$ cat config.mk
export PLATFORM = sky130hd
export DESIGN_NAME = onewire_rom_search_engine_flat
export DESIGN_NICKNAME = d
export VERILOG_FILES = /design/src/design/ors_pkg.sv /design/src/design/ors_in_if.sv /design/src/design/ors_out_if.sv /design/src/design/ors_in_stage.sv /design/src/design/ors_core.sv /design/src/design/ors_out_stage.sv /design/src/design/onewire_rom_search_engine.sv /design/src/flat_wrapper.sv
export VERILOG_INCLUDE_DIRS = /design/src /design/src/design
export SDC_FILE = /design/constraint.sdc
export NUM_CORES = 1
export LEC_CHECK = 0
export BUFFER_PORTS_ARGS = -buffer_cell sky130_fd_sc_hd__buf_2
export CAP_MARGIN = 10
export CORE_MARGIN = 2
export CORE_UTILIZATION = 46
export CTS_CLUSTER_SIZE = 12
export DETAILED_ROUTE_END_ITERATION = 7
export GPL_ROUTABILITY_DRIVEN = 0
export PLACE_DENSITY = 0.63
export SYNTH_ARGS = -nofsm -noshare
export SYNTH_HDL_FRONTEND = slang
export SYNTH_SLANG_ARGS = --single-unit
$ cat constraint.sdc
create_clock -name clk_i -period 5.5 [get_ports clk_i]
set_input_delay 1.375 -clock clk_i [delete_from_list [all_inputs] [get_ports clk_i]]
set_output_delay 1.375 -clock clk_i [all_outputs]
set_load 0.03 [all_outputs]
$ cat src/design/onewire_rom_search_engine_defines.svh
// assertion macros used by the search engine core
`ifndef ONEWIRE_ROM_SEARCH_ENGINE_DEFINES_SVH
`define ONEWIRE_ROM_SEARCH_ENGINE_DEFINES_SVH

`ifndef SYNTHESIS

// property checked on every rising clock edge outside reset
`define ORS_ASSERT(lbl, prop) \
  lbl: assert property (@(posedge clk_i) disable iff (!rst_ni) prop) \
    else $error("onewire search engine check failed");

// condition that must never hold outside reset
`define ORS_ASSERT_NEVER(lbl, cond) \
  `ORS_ASSERT(lbl, !(cond))

`else

`define ORS_ASSERT(lbl, prop)
`define ORS_ASSERT_NEVER(lbl, cond)

`endif

`endif

$ cat src/design/ors_pkg.sv
`default_nettype none

package ors_pkg;

  // width of a bit position, counts 1 to 64
  localparam int unsigned POS_W = 7;
  localparam int unsigned ROM_CODE_W = 64;

  localparam logic [7:0] CRC_POLY     = 8'h8C;
  localparam logic [7:0] FAMILY_RESET = 8'h28;

  // input command codes
  typedef enum logic [1:0] {
    CMD_CLEAR    = 2'd0,
    CMD_BEGIN    = 2'd1,
    CMD_BIT_PAIR = 2'd2
  } cmd_e;

  // result status codes
  typedef enum logic [2:0] {
    ST_CONTINUE    = 3'd0,
    ST_FOUND       = 3'd1,
    ST_BAD_CODE    = 3'd2,
    ST_NO_RESPONSE = 3'd3,
    ST_EXHAUSTED   = 3'd4,
    ST_IDLE        = 3'd5
  } status_e;

  typedef struct packed {
    logic [1:0] command;
    logic       presence;
    logic       id_bit;
    logic       complement_bit;
  } in_item_t;

  typedef struct packed {
    logic                  direction;
    status_e               status;
    logic [ROM_CODE_W-1:0] rom_code;
    logic                  last_found;
  } out_item_t;

endpackage

`default_nettype wire

$ cat src/design/ors_in_if.sv
`default_nettype none

interface ors_in_if import ors_pkg::*; ();
  logic     valid;
  logic     ready;
  in_item_t data;

  modport source (output valid, output data, input ready);
  modport sink   (input valid, input data, output ready);
endinterface

`default_nettype wire

$ cat src/design/ors_out_if.sv
`default_nettype none

interface ors_out_if import ors_pkg::*; ();
  logic      valid;
  logic      ready;
  out_item_t data;

  modport source (output valid, output data, input ready);
  modport sink   (input valid, input data, output ready);
endinterface

`default_nettype wire

$ cat src/design/ors_in_stage.sv
`default_nettype none

module ors_in_stage import ors_pkg::*; (
  input  wire logic     clk_i,
  input  wire logic     rst_ni,
  input  wire logic     in_valid_i,
  output logic          in_ready_o,
  input  wire in_item_t in_item_i,
  input  wire logic     advance_i,
  output logic          valid_o,
  output in_item_t      item_o
);

  logic     valid_q, valid_d;
  in_item_t item_q;
  logic     take;

  // room when empty or when the held item moves on this cycle
  assign in_ready_o = !valid_q || advance_i;
  assign take       = in_valid_i && in_ready_o;

  always_comb begin
    valid_d = valid_q;
    if (take) begin
      valid_d = 1'b1;
    end else if (advance_i) begin
      valid_d = 1'b0;
    end
  end

  always_ff @(posedge clk_i or negedge rst_ni) begin
    if (!rst_ni) begin
      valid_q <= 1'b0;
    end else begin
      valid_q <= valid_d;
    end
  end

  // payload held without reset
  always_ff @(posedge clk_i) begin
    if (take) begin
      item_q <= in_item_i;
    end
  end

  assign valid_o = valid_q;
  assign item_o  = item_q;

endmodule

`default_nettype wire

$ cat src/design/ors_core.sv
`default_nettype none

`include "onewire_rom_search_engine_defines.svh"

module ors_core import ors_pkg::*; #(
  parameter int unsigned ROM_BYTES = 8
) (
  input  wire logic       clk_i,
  input  wire logic       rst_ni,
  input  wire logic       cfg_we_i,
  input  wire logic [7:0] cfg_wdata_i,
  input  wire logic       advance_i,
  input  wire in_item_t   item_i,
  output out_item_t       item_o
);

  localparam int unsigned TOTAL_BITS = ROM_BYTES * 8;
  localparam int unsigned IDX_W      = $clog2(TOTAL_BITS);
  localparam logic [POS_W-1:0] LAST_POS = POS_W'(TOTAL_BITS);
  localparam logic [POS_W-1:0] POS_ONE  = POS_W'(1);

  logic [TOTAL_BITS-1:0] rom_q, rom_d;
  logic [POS_W-1:0]      last_disc_q, last_disc_d;
  logic [POS_W-1:0]      zero_fork_q, zero_fork_d;
  logic [POS_W-1:0]      bit_pos_q, bit_pos_d;
  logic [7:0]            crc_q, crc_d;
  logic                  last_dev_q, last_dev_d;
  logic                  pass_q, pass_d;
  logic [7:0]            family_q;

  logic [POS_W-1:0] pos;
  logic [IDX_W-1:0] idx;
  logic             dir;
  status_e          status;

  // current position, forced back to the first bit if out of range
  assign pos = ((bit_pos_q == '0) || (bit_pos_q > LAST_POS)) ? POS_ONE : bit_pos_q;
  assign idx = IDX_W'(pos - POS_ONE);

  // search decision for the item at the head of the input stage
  always_comb begin
    rom_d       = rom_q;
    last_disc_d = last_disc_q;
    zero_fork_d = zero_fork_q;
    bit_pos_d   = bit_pos_q;
    crc_d       = crc_q;
    last_dev_d  = last_dev_q;
    pass_d      = pass_q;
    dir         = 1'b0;
    status      = ST_IDLE;
    case (item_i.command)
      CMD_CLEAR: begin
        rom_d       = '0;
        last_disc_d = '0;
        zero_fork_d = '0;
        bit_pos_d   = POS_ONE;
        crc_d       = '0;
        last_dev_d  = 1'b0;
        pass_d      = 1'b0;
      end
      CMD_BEGIN: begin
        if (last_dev_q || !item_i.presence) begin
          pass_d = 1'b0;
          status = ST_EXHAUSTED;
        end else begin
          pass_d      = 1'b1;
          bit_pos_d   = POS_ONE;
          zero_fork_d = '0;
          crc_d       = '0;
          status      = ST_CONTINUE;
        end
      end
      CMD_BIT_PAIR: begin
        if (pass_q) begin
          if (item_i.id_bit && item_i.complement_bit) begin
            pass_d = 1'b0;
            status = ST_NO_RESPONSE;
          end else begin
            if (item_i.id_bit != item_i.complement_bit) begin
              dir = item_i.id_bit;
            end else begin
              // discrepancy: repeat earlier path, take 1 at the last one, else 0
              if (pos < last_disc_q) begin
                dir = rom_q[idx];
              end else begin
                dir = (pos == last_disc_q);
              end
              if (!dir) begin
                zero_fork_d = pos;
              end
            end
            rom_d[idx] = dir;
            // reflected crc8, one bit a step
            crc_d = {1'b0, crc_q[7:1]} ^ ((crc_q[0] ^ dir) ? CRC_POLY : 8'h00);
            if (pos >= LAST_POS) begin
              last_disc_d = zero_fork_d;
              last_dev_d  = (zero_fork_d == '0);
              pass_d      = 1'b0;
              bit_pos_d   = POS_ONE;
              if ((crc_d == '0) && (rom_d[7:0] == family_q)) begin
                status = ST_FOUND;
              end else begin
                status = ST_BAD_CODE;
              end
            end else begin
              bit_pos_d = pos + POS_ONE;
              status    = ST_CONTINUE;
            end
          end
        end
      end
      default: begin
      end
    endcase
  end

  // result of this item, loaded into the output stage on advance
  always_comb begin
    item_o.direction  = dir;
    item_o.status     = status;
    item_o.rom_code   = ROM_CODE_W'(rom_d);
    item_o.last_found = last_dev_d;
  end

  // search state, updated once per transfer into the output stage
  always_ff @(posedge clk_i or negedge rst_ni) begin
    if (!rst_ni) begin
      rom_q       <= '0;
      last_disc_q <= '0;
      zero_fork_q <= '0;
      bit_pos_q   <= POS_ONE;
      crc_q       <= '0;
      last_dev_q  <= 1'b0;
      pass_q      <= 1'b0;
    end else if (advance_i) begin
      rom_q       <= rom_d;
      last_disc_q <= last_disc_d;
      zero_fork_q <= zero_fork_d;
      bit_pos_q   <= bit_pos_d;
      crc_q       <= crc_d;
      last_dev_q  <= last_dev_d;
      pass_q      <= pass_d;
    end
  end

  // family code register
  always_ff @(posedge clk_i or negedge rst_ni) begin
    if (!rst_ni) begin
      family_q <= FAMILY_RESET;
    end else if (cfg_we_i) begin
      family_q <= cfg_wdata_i;
    end
  end

  `ORS_ASSERT(a_pos_range, (bit_pos_q != '0) && (bit_pos_q <= LAST_POS))
  `ORS_ASSERT(a_clear_resets,
      (advance_i && (item_i.command == CMD_CLEAR)) |=>
      (!pass_q && !last_dev_q && (bit_pos_q == POS_ONE) && (crc_q == '0)))
  `ORS_ASSERT(a_pass_ends,
      (advance_i && pass_q && (item_i.command == CMD_BIT_PAIR) && (pos == LAST_POS) &&
       !(item_i.id_bit && item_i.complement_bit)) |=> (!pass_q && (bit_pos_q == POS_ONE)))
  `ORS_ASSERT_NEVER(a_no_pass_when_done, pass_q && last_dev_q)

endmodule

`default_nettype wire

$ cat src/design/ors_out_stage.sv
`default_nettype none

module ors_out_stage import ors_pkg::*; (
  input  wire logic      clk_i,
  input  wire logic      rst_ni,
  input  wire logic      load_i,
  input  wire out_item_t item_i,
  output logic           can_load_o,
  output logic           out_valid_o,
  input  wire logic      out_ready_i,
  output out_item_t      out_item_o
);

  logic      valid_q, valid_d;
  out_item_t item_q;

  // free when empty or when the held result leaves this cycle
  assign can_load_o = !valid_q || out_ready_i;

  always_comb begin
    valid_d = valid_q;
    if (load_i) begin
      valid_d = 1'b1;
    end else if (out_ready_i) begin
      valid_d = 1'b0;
    end
  end

  always_ff @(posedge clk_i or negedge rst_ni) begin
    if (!rst_ni) begin
      valid_q <= 1'b0;
    end else begin
      valid_q <= valid_d;
    end
  end

  always_ff @(posedge clk_i) begin
    if (load_i) begin
      item_q <= item_i;
    end
  end

  assign out_valid_o = valid_q;
  assign out_item_o  = item_q;

endmodule

`default_nettype wire

$ cat src/design/onewire_rom_search_engine.sv
// 1-Wire ROM search decision engine
// in_i carries commands (clear, begin pass, bit pair) with the presence flag
// and the two read slots; out_o gives one result per command: the direction
// bit to write, a status code, the ROM code gathered so far and the last
// device flag. The user writes the family code register through cfg_we_i
// and cfg_wdata_i only while no command is in flight, unchecked by the block.
// Each command passes an input register, the decision and CRC logic, and
// an output register: the result is registered in the output register
// when the command moves on from the input register; one command is taken
// every cycle while the receiver holds ready high.
// The output register lets the next command be taken while a result still
// waits; when the receiver holds ready low, both registers fill and in_i
// ready falls until a result is taken. The search state moves on only when
// a command passes into the output register.
// Reset clears the enumeration (no pass open, bit position one, ROM code
// and CRC zero), empties both registers and sets the family code to 0x28.
`default_nettype none

module onewire_rom_search_engine import ors_pkg::*; #(
  parameter int unsigned ROM_BYTES = 8
) (
  input  wire logic       clk_i,
  input  wire logic       rst_ni,
  input  wire logic       cfg_we_i,
  input  wire logic [7:0] cfg_wdata_i,
  ors_in_if.sink          in_i,
  ors_out_if.source       out_o
);

  logic      s1_valid;
  in_item_t  s1_item;
  logic      can_load;
  logic      advance;
  out_item_t result;

  // a held command moves on when the output register has room
  assign advance = s1_valid && can_load;

  ors_in_stage u_in_stage (
    .clk_i      (clk_i),
    .rst_ni     (rst_ni),
    .in_valid_i (in_i.valid),
    .in_ready_o (in_i.ready),
    .in_item_i  (in_i.data),
    .advance_i  (advance),
    .valid_o    (s1_valid),
    .item_o     (s1_item)
  );

  ors_core #(
    .ROM_BYTES (ROM_BYTES)
  ) u_core (
    .clk_i       (clk_i),
    .rst_ni      (rst_ni),
    .cfg_we_i    (cfg_we_i),
    .cfg_wdata_i (cfg_wdata_i),
    .advance_i   (advance),
    .item_i      (s1_item),
    .item_o      (result)
  );

  ors_out_stage u_out_stage (
    .clk_i       (clk_i),
    .rst_ni      (rst_ni),
    .load_i      (advance),
    .item_i      (result),
    .can_load_o  (can_load),
    .out_valid_o (out_o.valid),
    .out_ready_i (out_o.ready),
    .out_item_o  (out_o.data)
  );

endmodule

`default_nettype wire
$ cat src/flat_wrapper.sv
// flat-port wrapper written by rule: the top's interface ports become plain ports
module onewire_rom_search_engine_flat import ors_pkg::*;
#(
  parameter int unsigned ROM_BYTES = 8
)
  (clk_i, rst_ni, cfg_we_i, cfg_wdata_i, in_i_valid, in_i_data, in_i_ready, out_o_valid, out_o_data, out_o_ready);
  ors_in_if in_i_i ();
  ors_out_if out_o_i ();
  input  wire logic clk_i;
  input  wire logic rst_ni;
  input  wire logic cfg_we_i;
  input  wire logic [7:0] cfg_wdata_i;
  input wire logic [$bits(in_i_i.valid)-1:0] in_i_valid;
  input wire logic [$bits(in_i_i.data)-1:0] in_i_data;
  output wire logic [$bits(in_i_i.ready)-1:0] in_i_ready;
  output wire logic [$bits(out_o_i.valid)-1:0] out_o_valid;
  output wire logic [$bits(out_o_i.data)-1:0] out_o_data;
  input wire logic [$bits(out_o_i.ready)-1:0] out_o_ready;
  assign in_i_i.valid = in_i_valid;
  assign in_i_i.data = in_i_data;
  assign in_i_ready = in_i_i.ready;
  assign out_o_valid = out_o_i.valid;
  assign out_o_data = out_o_i.data;
  assign out_o_i.ready = out_o_ready;
  onewire_rom_search_engine #(.ROM_BYTES(ROM_BYTES)) u_core (.clk_i(clk_i), .rst_ni(rst_ni), .cfg_we_i(cfg_we_i), .cfg_wdata_i(cfg_wdata_i), .in_i(in_i_i), .out_o(out_o_i));
endmodule
==> qor.txt <==
CLOCKING
--------------------------------------------------------------------------------
Buffer depth of the longest clock path                                         2
CTS sink cnt                                                                 179
Clock-pin slew on the worst setup and hold paths                         0.08 ns
Root buffer cell                                                    sky130_fd_sc_hd__clkbuf_16
Insertion delay of the later-clocked pin in the worst-skew pair          0.43 ns
Clock tree from TritonCTS                                                    yes
Number of buffers created by CTS                                              17
CTS HTree Levels                                                               4

SYNTH
--------------------------------------------------------------------------------
Count leader, synth                                                 sky130_fd_sc_hd__nand2_1
Mean Syn Cell Area                                                     9.82 um^2
Mux cell area share after synthesis                                       0.0436
Largest family of logic cells by synthesized area                   compound AO/OA/AOI/OAI gates
Most frequently used flop master after synthesis                    sky130_fd_sc_hd__dfrtp_1
Register bit count reported by yosys                                         179
Distinct cells, synth                                                         77
Area leader, netlist                                                sky130_fd_sc_hd__dfrtp_1
Adder-cell area share of the yosys netlist                                0.0166
Total number of yosys warnings                                                 0
Number of nets produced by synthesis                                        1108
Simple-gate share of the synthesized area                                  0.114
Top area cells in the synthesized netlist                           sky130_fd_sc_hd__dfrtp_1 (24%), sky130_fd_sc_hd__edfxtp_1 (21%), sky130_fd_sc_hd__o21ai_0 (5.8%), sky130_fd_sc_hd__a22o_1 (5.5%), sky130_fd_sc_hd__o31a_1 (4.8%)
Leading post-synthesis cells by instance count                      sky130_fd_sc_hd__nand2_1 (133), sky130_fd_sc_hd__o21ai_0 (123), sky130_fd_sc_hd__dfrtp_1 (102), sky130_fd_sc_hd__clkbuf_1 (83), sky130_fd_sc_hd__edfxtp_1 (74)
Xor/xnor cell area share of the yosys netlist                             0.0135
Netlist area before placement                                        0.0106 mm^2
Sequential fraction of the synthesis area                                  0.459
Synthesized netlist cell count                                              1076
Proportion of netlist area held by the largest area contributor            0.242
Ys async rst share                                                         0.587
Post-synthesis compound-gate area fraction                                 0.305
Number of synthesized flops with an enable pin                                74

STA
--------------------------------------------------------------------------------
Slew Limit Headroom                                                        0.360
Worst clock skew on the final layout                                   0.0109 ns
Setup repair after global routing missed its margin                           no
Transition time of the tightest slew-check pin                          0.959 ns
# setup viols final                                                            0
Fin. Hold Viols                                                                0
Fmax                                                                   0.194 GHz
Final slew viol count                                                          0
Final TNS setup                                                             0 ns
Clock period minus final worst setup slack                               5.15 ns
Final period utilization                                                   0.937

GRT
--------------------------------------------------------------------------------
Wire length of the first global-routing pass                             47.5 mm
Overflow left after global routing                                             0
Pin count of the biggest net entering global routing                          71
GRT Util Overall                                                           0.251
Number of antenna violations at the first check in global routing              0
Number of global-route vias before repair                                   8439

FINISH
--------------------------------------------------------------------------------
Area Growth Syn to Fin                                                     12.6%
Number of antenna diodes                                                       0
Area of the multi-input gates                                       0.00525 mm^2
Sequential Area                                                     0.00485 mm^2
Fraction of final layout cells sized beyond drive strength 1               0.187
Net total in the final layout                                               1154
Number of filler instances in the final layout                              2094

POWER
--------------------------------------------------------------------------------
Tot Pwr                                                                  4.24 mW
Maximum vdd drop                                                        0.211 mV
Total power density per cell area                                    357 mW/mm^2
Leakage power                                                            4.66 nW

CRITICAL PATH
--------------------------------------------------------------------------------
Crit-path most repeated cell                                        sky130_fd_sc_hd__o21ai_0
Kind of start point of the critical path                                register
Crit-path max FO                                                              15
Family with the most delay on the worst path                        simple AND/OR/NAND/NOR gates
Max incr delay on CP                                                     0.65 ns
Critical Path RT                                                         5.67 ns
Slowest cell on the critical path                                   sky130_fd_sc_hd__or4_1
Type of element capturing the critical path                             register
Critical path type                                                       reg2reg
Data arrival time at the worst-slack endpoint                            5.33 ns
Cell chain of the critical path                                     or4_1, o21ai_4, nand3_2, inv_1, ha_4, or3b_1, a211oi_2, o221a_4, o21ai_0, a2111oi_0, nor4b_1, nand4_1, nand4bb_1, nor4_2, o21ai_0
Critical path buffer and inverter count                                        1

DETAILED ROUTING
--------------------------------------------------------------------------------
Final Routed Wirelength                                                  30.5 mm
Number of nets still failing antenna checks after routing                      0
Count of unresolved DRC violations after routing                               0
Iteration-0 DRC count of the detailed router                                1039
DR vias                                                                     9123
Routed wire per std cell                                                 21.5 um
TritonRoute pass-1 iters                                                       5
Post-detailed-route via-to-cell ratio                                       6.42

FLOORPLANNING
--------------------------------------------------------------------------------
Total Die Area                                                       0.0242 mm^2
Die Ht                                                                    156 um
Initial Util                                                               0.468
Number of top-level pins                                                      89
Number of rows in the core area                                               55
Die Span X                                                                156 um
Core box area                                                        0.0226 mm^2

PLACEMENT
--------------------------------------------------------------------------------
Estimated wirelength of the detail-placed design                         19.1 mm
Count of buffers from port buffering                                          88

RUN STATUS
--------------------------------------------------------------------------------
Status                                                              complete, no violations

WORST HOLD PATH
--------------------------------------------------------------------------------
Classification of the worst-slack hold path                              reg2reg

FLOW RUN
--------------------------------------------------------------------------------
Max-cap check violation count                                                  0

-- metrics by stage --
stage	hold WS, ns	cells	util	area (um^2)	setup slack (ns)
floorplan	0.454	1076	-	10600	1.04
global placement	0.476	1385	0.500	11300	0.177
detailed placement	0.480	1385	0.500	11300	0.0813
CTS	0.497	1417	0.524	11800	0.0316
global route	0.545	1420	0.527	11900	0.0662
finish	0.494	1420	0.527	11900	0.346
-- layout by cell type, fill, tap and decap left out, types with 4 or more instances in the layout --
cell / Yosys / routed
sky130_fd_sc_hd__clkbuf_16: 0 / 17
sky130_fd_sc_hd__and3_1: 4 / 4
sky130_fd_sc_hd__o21a_1: 9 / 9
sky130_fd_sc_hd__o31ai_1: 64 / 64
sky130_fd_sc_hd__buf_4: 3 / 42
sky130_fd_sc_hd__a31oi_1: 12 / 12
sky130_fd_sc_hd__xnor2_1: 6 / 6
sky130_fd_sc_hd__edfxtp_1: 74 / 74
sky130_fd_sc_hd__nor2b_1: 6 / 6
sky130_fd_sc_hd__nor4b_1: 4 / 4
sky130_fd_sc_hd__nor4_1: 5 / 5
sky130_fd_sc_hd__inv_1: 24 / 23
sky130_fd_sc_hd__a22o_1: 66 / 66
sky130_fd_sc_hd__o22ai_1: 66 / 66
sky130_fd_sc_hd__buf_2: 14 / 87
sky130_fd_sc_hd__nand3_1: 19 / 19
sky130_fd_sc_hd__nor2_1: 21 / 21
sky130_fd_sc_hd__o31a_1: 58 / 58
sky130_fd_sc_hd__dfrtp_1: 102 / 102
sky130_fd_sc_hd__mux2_2: 15 / 15
sky130_fd_sc_hd__nand4_1: 5 / 5
sky130_fd_sc_hd__ha_1: 14 / 11
sky130_fd_sc_hd__nor3_1: 10 / 10
sky130_fd_sc_hd__o21ai_4: 3 / 4
sky130_fd_sc_hd__mux2i_1: 19 / 19
sky130_fd_sc_hd__nand2_1: 133 / 133
sky130_fd_sc_hd__nand2b_1: 14 / 14
sky130_fd_sc_hd__a21oi_1: 17 / 17
sky130_fd_sc_hd__a32o_1: 4 / 4
sky130_fd_sc_hd__inv_8: 0 / 6
sky130_fd_sc_hd__o21ai_0: 123 / 122
sky130_fd_sc_hd__mux4_2: 4 / 4
-- timing repair --
action	in CTS	in global routing
setup buffers	0	3
gates resized for setup	0	6
hold buffers	0	0
endpoints found under the setup margin	0	123
-- report_power, final --
part / total (mW) / leakage (nW) / switching, mW / internal, mW
combinational: 1.48 / 2.21 / 0.996 / 0.487
sequential: 1.57 / 2.17 / 0.0747 / 1.49
clock: 1.19 / 0.280 / 0.592 / 0.602
total: 4.24 / 4.66 / 1.66 / 2.58
-- path summary, 6_finish.rpt --
check | slack (ns) | cells past startpoint | end | startpoint
setup / recovery | 0.35 | 15 | u_core.u_out_stage.out_item_o[66] | u_core.u_core.bit_pos_q[3]
hold / removal | 0.49 | 2 | u_core.u_core.last_disc_q[0] | u_core.u_core.last_disc_q[0]
setup reg to reg | 0.35 | 15 | u_core.u_out_stage.out_item_o[66] | u_core.u_core.bit_pos_q[3]
hold reg to reg | 0.49 | 2 | u_core.u_core.last_disc_q[0] | u_core.u_core.last_disc_q[0]
max in group asynchronous | 3.28 | 2 | u_core.u_core.bit_pos_q[0] | rst_ni
min in group asynchronous | 1.08 | 1 | u_core.u_core.rom_q[16] | rst_ni
-- logic make-up (layout without fill, tap and decap cells) --
group | count (synthesis) | after routing
compound gates | 454 | 454
xor+xnor | 12 | 12
fa+ha+maj | 14 | 14
buf+inv | 129 | 188
flops | 179 | 179
mux | 39 | 39
simple gates | 249 | 249
-- worst min-delay path, stage by stage (launching register included) --
cell	delay (ns)
sky130_fd_sc_hd__dfrtp_1	0.36
sky130_fd_sc_hd__nand2_1	0.05
sky130_fd_sc_hd__o21ai_0	0.06
-- registers in the layout, summed over array words and instances (netlist names) --
signal	cells
u_core.u_core.bit_pos_q	7
u_core.u_core.crc_q	8
u_core.u_core.family_q	8
u_core.u_core.last_dev_q	1
u_core.u_core.last_disc_q	7
u_core.u_core.pass_q	1
u_core.u_core.rom_q	64
u_core.u_core.zero_fork_q	7
u_core.u_in_stage.item_o	5
u_core.u_in_stage.valid_o	1
u_core.u_out_stage.out_item_o	69
u_core.u_out_stage.out_valid_o	1
-- final cells by class --
cell class                 instances  area share
inverter                          26     0.00862
multi-input combinational        768       0.441
clock inverter                    15      0.0116
timing repair buffer             130      0.0648
tap                              285      0.0300
sequential                       179       0.408
clock buffer                      17      0.0358
-- metal layers --
metal  share of wire  vias up  wire, um  GRT usage
met3           0.054       51      1650     0.0339
met2            0.48      327     14700      0.406
met1            0.44     4489     13300      0.348
met4           0.028        0       843     0.0878
met5               0        -         0          0
li1                -     4256         -          -
Note: power is estimated with default switching activity, not from simulation.
